File: src/sv/v3ar_pkg.sv
// v3ar_pkg: types, constants and the CORDIC arctangent table for the
// 3D axis rotator. Used by v3ar_cell, v3ar_mix and vector3_axis_rotate.
package v3ar_pkg;

    localparam int COORD_W    = 32;   // signed Q16.16 coordinates
    localparam int ANGLE_W    = 16;   // binary angle, 2^ANGLE_W per turn
    localparam int TRIG_W     = 32;   // CORDIC datapath and trig values, Q2.30
    localparam int STEPS      = 28;   // CORDIC iterations, one per cell
    localparam int LO_W       = 16;   // low coordinate slice for split multiply
    localparam int PH_W       = COORD_W - LO_W + TRIG_W;
    localparam int PL_W       = LO_W + 1 + TRIG_W;
    localparam int Q_W        = PH_W + 1;
    localparam int ACC_W      = Q_W + 1;
    localparam int FRAC_DROP  = 14;   // Q.30 products back to Q.16

    localparam logic signed [TRIG_W-1:0] CORDIC_START = TRIG_W'(652032874);
    localparam logic signed [TRIG_W-1:0] TRIG_ONE     = TRIG_W'(1) << 30;

    typedef enum logic [1:0] {
        MODE_X    = 2'd0,
        MODE_Y    = 2'd1,
        MODE_Z    = 2'd2,
        MODE_PASS = 2'd3
    } t_mode;

    typedef enum logic [1:0] {
        QUAD_0 = 2'd0,
        QUAD_1 = 2'd1,
        QUAD_2 = 2'd2,
        QUAD_3 = 2'd3
    } t_quad;

    typedef struct packed {
        t_mode                      mode;
        logic signed [COORD_W-1:0]  in_x;
        logic signed [COORD_W-1:0]  in_y;
        logic signed [COORD_W-1:0]  in_z;
        logic        [ANGLE_W-1:0]  turn_angle;
    } t_in_item;

    typedef struct packed {
        logic signed [COORD_W-1:0]  out_x;
        logic signed [COORD_W-1:0]  out_y;
        logic signed [COORD_W-1:0]  out_z;
    } t_out_item;

    // One slot of the CORDIC cell chain: the vertex rides along with the angle state.
    typedef struct packed {
        logic                       valid;
        t_mode                      mode;
        t_quad                      quad;
        logic                       res_zero;
        logic signed [COORD_W-1:0]  px;
        logic signed [COORD_W-1:0]  py;
        logic signed [COORD_W-1:0]  pz;
        logic signed [TRIG_W-1:0]   cx;
        logic signed [TRIG_W-1:0]   cy;
        logic signed [TRIG_W-1:0]   cz;
    } t_lane;

    // atan(2^-i) with 2^32 per turn, rounded to nearest
    function automatic logic signed [TRIG_W-1:0] arc_const(input int step);
        logic signed [TRIG_W-1:0] v;
        case (step)
            0:  v = TRIG_W'(536870912);
            1:  v = TRIG_W'(316933406);
            2:  v = TRIG_W'(167458907);
            3:  v = TRIG_W'(85004756);
            4:  v = TRIG_W'(42667331);
            5:  v = TRIG_W'(21354465);
            6:  v = TRIG_W'(10679838);
            7:  v = TRIG_W'(5340245);
            8:  v = TRIG_W'(2670163);
            9:  v = TRIG_W'(1335087);
            10: v = TRIG_W'(667544);
            11: v = TRIG_W'(333772);
            12: v = TRIG_W'(166886);
            13: v = TRIG_W'(83443);
            14: v = TRIG_W'(41722);
            15: v = TRIG_W'(20861);
            16: v = TRIG_W'(10430);
            17: v = TRIG_W'(5215);
            18: v = TRIG_W'(2608);
            19: v = TRIG_W'(1304);
            20: v = TRIG_W'(652);
            21: v = TRIG_W'(326);
            22: v = TRIG_W'(163);
            23: v = TRIG_W'(81);
            24: v = TRIG_W'(41);
            25: v = TRIG_W'(20);
            26: v = TRIG_W'(10);
            27: v = TRIG_W'(5);
            default: v = '0;
        endcase
        return v;
    endfunction

endpackage

File: src/sv/v3ar_cell.sv
// v3ar_cell: one CORDIC rotation step of the cell chain, registered.
// Depends on v3ar_pkg for the lane type and the arctangent table.
module v3ar_cell #(
    parameter int STEP = 0
) (
    input  logic              i_clk,
    input  logic              i_rst_n,
    input  logic              i_en,
    input  v3ar_pkg::t_lane   i_lane,
    output v3ar_pkg::t_lane   o_lane
);

    localparam logic signed [v3ar_pkg::TRIG_W-1:0] ARC = v3ar_pkg::arc_const(STEP);

    logic signed [v3ar_pkg::TRIG_W-1:0] w_dx;
    logic signed [v3ar_pkg::TRIG_W-1:0] w_dy;
    v3ar_pkg::t_lane                    n_lane;
    v3ar_pkg::t_lane                    r_lane;

    assign w_dx = $signed(i_lane.cy) >>> STEP;
    assign w_dy = $signed(i_lane.cx) >>> STEP;

    always_comb begin
        n_lane = i_lane;
        if (!i_lane.cz[v3ar_pkg::TRIG_W-1]) begin
            n_lane.cx = i_lane.cx - w_dx;
            n_lane.cy = i_lane.cy + w_dy;
            n_lane.cz = i_lane.cz - ARC;
        end else begin
            n_lane.cx = i_lane.cx + w_dx;
            n_lane.cy = i_lane.cy - w_dy;
            n_lane.cz = i_lane.cz + ARC;
        end
    end

    always_ff @(posedge i_clk) begin
        if (!i_rst_n) begin
            r_lane.valid <= 1'b0;
        end else if (i_en) begin
            r_lane <= n_lane;
        end
    end

    assign o_lane = r_lane;

endmodule

File: config.mk
export PLATFORM = sky130hd
export DESIGN_NAME = v3ar_cell
export DESIGN_NICKNAME = d
export VERILOG_FILES = /design/src/sv/v3ar_pkg.sv /design/src/sv/v3ar_cell.sv
export SDC_FILE = /design/constraint.sdc
export NUM_CORES = 1
export LEC_CHECK = 0
export ABC_AREA = 1
export ABC_CLOCK_PERIOD_IN_PS = 7700
export BUFFER_PORTS_ARGS = -buffer_cell sky130_fd_sc_hd__buf_2
export CORE_MARGIN = 2
export CORE_UTILIZATION = 53
export DETAILED_ROUTE_END_ITERATION = 7
export MAX_ROUTING_LAYER = met4
export PLACE_DENSITY = 0.82
export SYNTH_ARGS = -nofsm -noshare
export SYNTH_HDL_FRONTEND = slang
export SYNTH_SLANG_ARGS = --single-unit
File: constraint.sdc
create_clock -name i_clk -period 7.7 [get_ports i_clk]
set_clock_uncertainty 0.1 [all_clocks]
set_input_delay 1.54 -clock i_clk [delete_from_list [all_inputs] [get_ports i_clk]]
set_output_delay 1.54 -clock i_clk [all_outputs]
set_load 0.005 [all_outputs]
==> out/qor.txt <==
Routed WL: 46,230 um
PD cells: 185.8 nW/um^2
Vias in the first global route: 12,107
Fin Setup TNS: 0 ps
DP Wirelength: 37,490 um
# Post-CTS Setup Buffers: 0
Tightest Pin Transition: 1215 ps
Layout cells sized above 1: 0.2223
Total clock sinks: 197
Slew Limit Fails: 0
Share of the synthesized area in the top cell type: 0.4370
Remaining DRCs: 0
Maximum clock path buffer count: 2
Final setup viols: 0
IO buf count: 398
Detailed Route Iter0 Violations: 1,658
Critical path class: primary input to flip-flop
Post-Syn Nets: 2,050
GP Congestion: 0.9792
Die H: 163.4 um
Vias: 13,216
Post-DR wirelength/cell: 18.70 um
P&R area growth vs syn: 20.87%
Die area: 26,700 um^2
Largest net degree at the start of global routing: 130
Final core occ: 0.6503
Synthesized area: 13,470 um^2
First-pass detailed-route iteration total: 6
Largest cells by area after synthesis: edfxtp_1 (44%), nand2_1 (17%), inv_1 (9.0%)
Critical Path Fanout Max: 66
WP data arrival: 3570 ps
Initial Util: 0.5380
Chip width: 163.4 um
#FFs+latches synth: 197
TritonCTS Buffers: 17
H-tree depth: 4
Max FFs per register: 197
Cell count after synthesis: 1,751
Vias per cell: 5.344
Launch point of the worst reg-to-reg path: o_lane[197]
Outcome: finished, final reports clean
RSZ-0062 raised after global routing: false
CTS tree: done
Hold path start: o_lane[197]
Final period util: 0.4529
GRT Overall Usage: 0.3481
Max-Slew Margin vs Limit: 0.1898
Initial antenna violation count: 2
Worst hold path type: flip-flop to flip-flop
Worst Setup SP: i_lane[31]
Root Buffer: clkbuf_16
CTS Hold Buffers Added: 0
Post-cts resize count: 0
Core area: 25,040 um^2
Top Ports: 399
Endpoint type of the worst setup path: flip-flop
Setup crit start kind: primary input
Post-synthesis sequential area ratio: 0.4385
First-pass GRT wire length: 67,410 um
Clock Pin Slew Worst Setup and Hold Paths: 80 ps
Tmin final: 3488 ps
P_leak: 8.582 nW
Worst EP required: 7780 ps
Number of library cell types mapped by synthesis: 38
Peak Freq: 0.2867 GHz
Num rows: 58
Final net count: 2,427
Worst-Skew Late Latency: 450 ps
Fin. Hold Viols: 0
Routed Antenna Nets: 0
Global route total overflow: 0
Post-Syn Area per Cell: 7.692 um^2
Post-synth top area cell: edfxtp_1
Max-Cap Viols: 0
Yosys warns: 0
Peak supply drop: 0.1499 mV
==> critical path: stages <==
cell      delay, ps
buf_2           890
clkinv_1        170
buf_4           410
fa_1            520
==> power by group <==
part           internal, mW  switching, mW
clock                 0.445          0.481
sequential             1.28         0.0257
combinational         0.266          0.523
total                  2.00           1.03
==> worst paths after layout <==
kind	to	slack, ps	cells past startpoint
setup reg to reg	o_lane[197]	6940	2
hold reg to reg	o_lane[197]	480	2
hold / removal	o_lane[197]	480	2
setup / recovery	o_lane[30]	4210	4
==> synthesized netlist by cell type <==
library cell  instances
nand2_1             605
inv_1               324
edfxtp_1            196
nand3_1             145
nor2_1              103
ha_1                 94
a21oi_1              70
o21ai_0              31
xor2_1               25
nand4_1              19
nand2_2              18
buf_2                15
buf_4                15
o21bai_1             10
clkbuf_1              9
inv_2                 8
nor2_2                6
nor3_1                6
o21a_1                6
o21ai_1               6
nand3b_1              5
a31oi_1               4
fa_1                  4
o22ai_1               4
buf_1                 3
nor2_4                3
a21oi_2               2
clkinv_1              2
nand3_2               2
nand3b_4              2
o31ai_1               2
a21o_1                1
and2_1                1
and2_2                1
and3_1                1
dfxtp_1               1
nor3_2                1
nor4_2                1
==> cell type report <==
class	instances	area (um^2)
clock inverter	14	182.7
timing repair buffer	400	2007
antenna	2	5.005
tap	330	412.9
multi-input combinational	1178	6077
clock buffer	18	429.2
sequential	197	5906
inverter	334	1261
fill	2168	8756
==> layer usage <==
layer / vias up / track usage / share of wire
met4: 0 / 0.1508 / 0.045
met1: 6125 / 0.4402 / 0.39
li1: 6264 / - / -
met3: 107 / 0.05790 / 0.10
met2: 720 / 0.5541 / 0.46
met5: - / - / 0
==> cell usage in the layout, fill, tap and decap left out, types with 3 or more instances in the layout <==
master / n
edfxtp_1: 196
clkinv_8: 6
nor3_1: 6
nor2_4: 3
o21bai_1: 10
inv_1: 322
fa_1: 4
o22ai_1: 4
nand3b_1: 5
nand2_2: 18
nand3_1: 145
ha_1: 94
a21oi_1: 70
o21a_1: 6
o21ai_0: 31
clkbuf_16: 17
buf_2: 398
xor2_1: 25
nand4_1: 19
nor2_1: 103
nand2_1: 605
a31oi_1: 4
o21ai_1: 6
nor2_2: 6
inv_2: 8
clkinv_1: 3
inv_6: 4
==> cell families (layout without fill, tap and decap cells) <==
family                     Yosys count  after routing  share of synthesized area
adders and majority gates           98             98                    0.09327
AOI/OAI and AO/OA                  136            136                    0.05536
DFF                                197            197                     0.4385
other                                0              2                          0
and+or+nand+nor                    919            919                     0.2863
xor gates and xnor gates            25             25                    0.01626
buffers and inverters              376            766                     0.1104
==> stage by stage <==
step	cells	worst slack, ps	hold slack, ps	area (um^2)	power (mW)
floorplan	1751	1713	424.8	13470	1.798
finish	2473	4212	484.1	16280	3.025
global route	2473	4040	528.7	16280	3.145
global placement	2439	3816	434.0	15660	2.084
CTS	2471	4254	465.9	16280	3.012
detailed placement	2439	3795	453.3	15660	2.103
(Power assumes the default switching activity.)
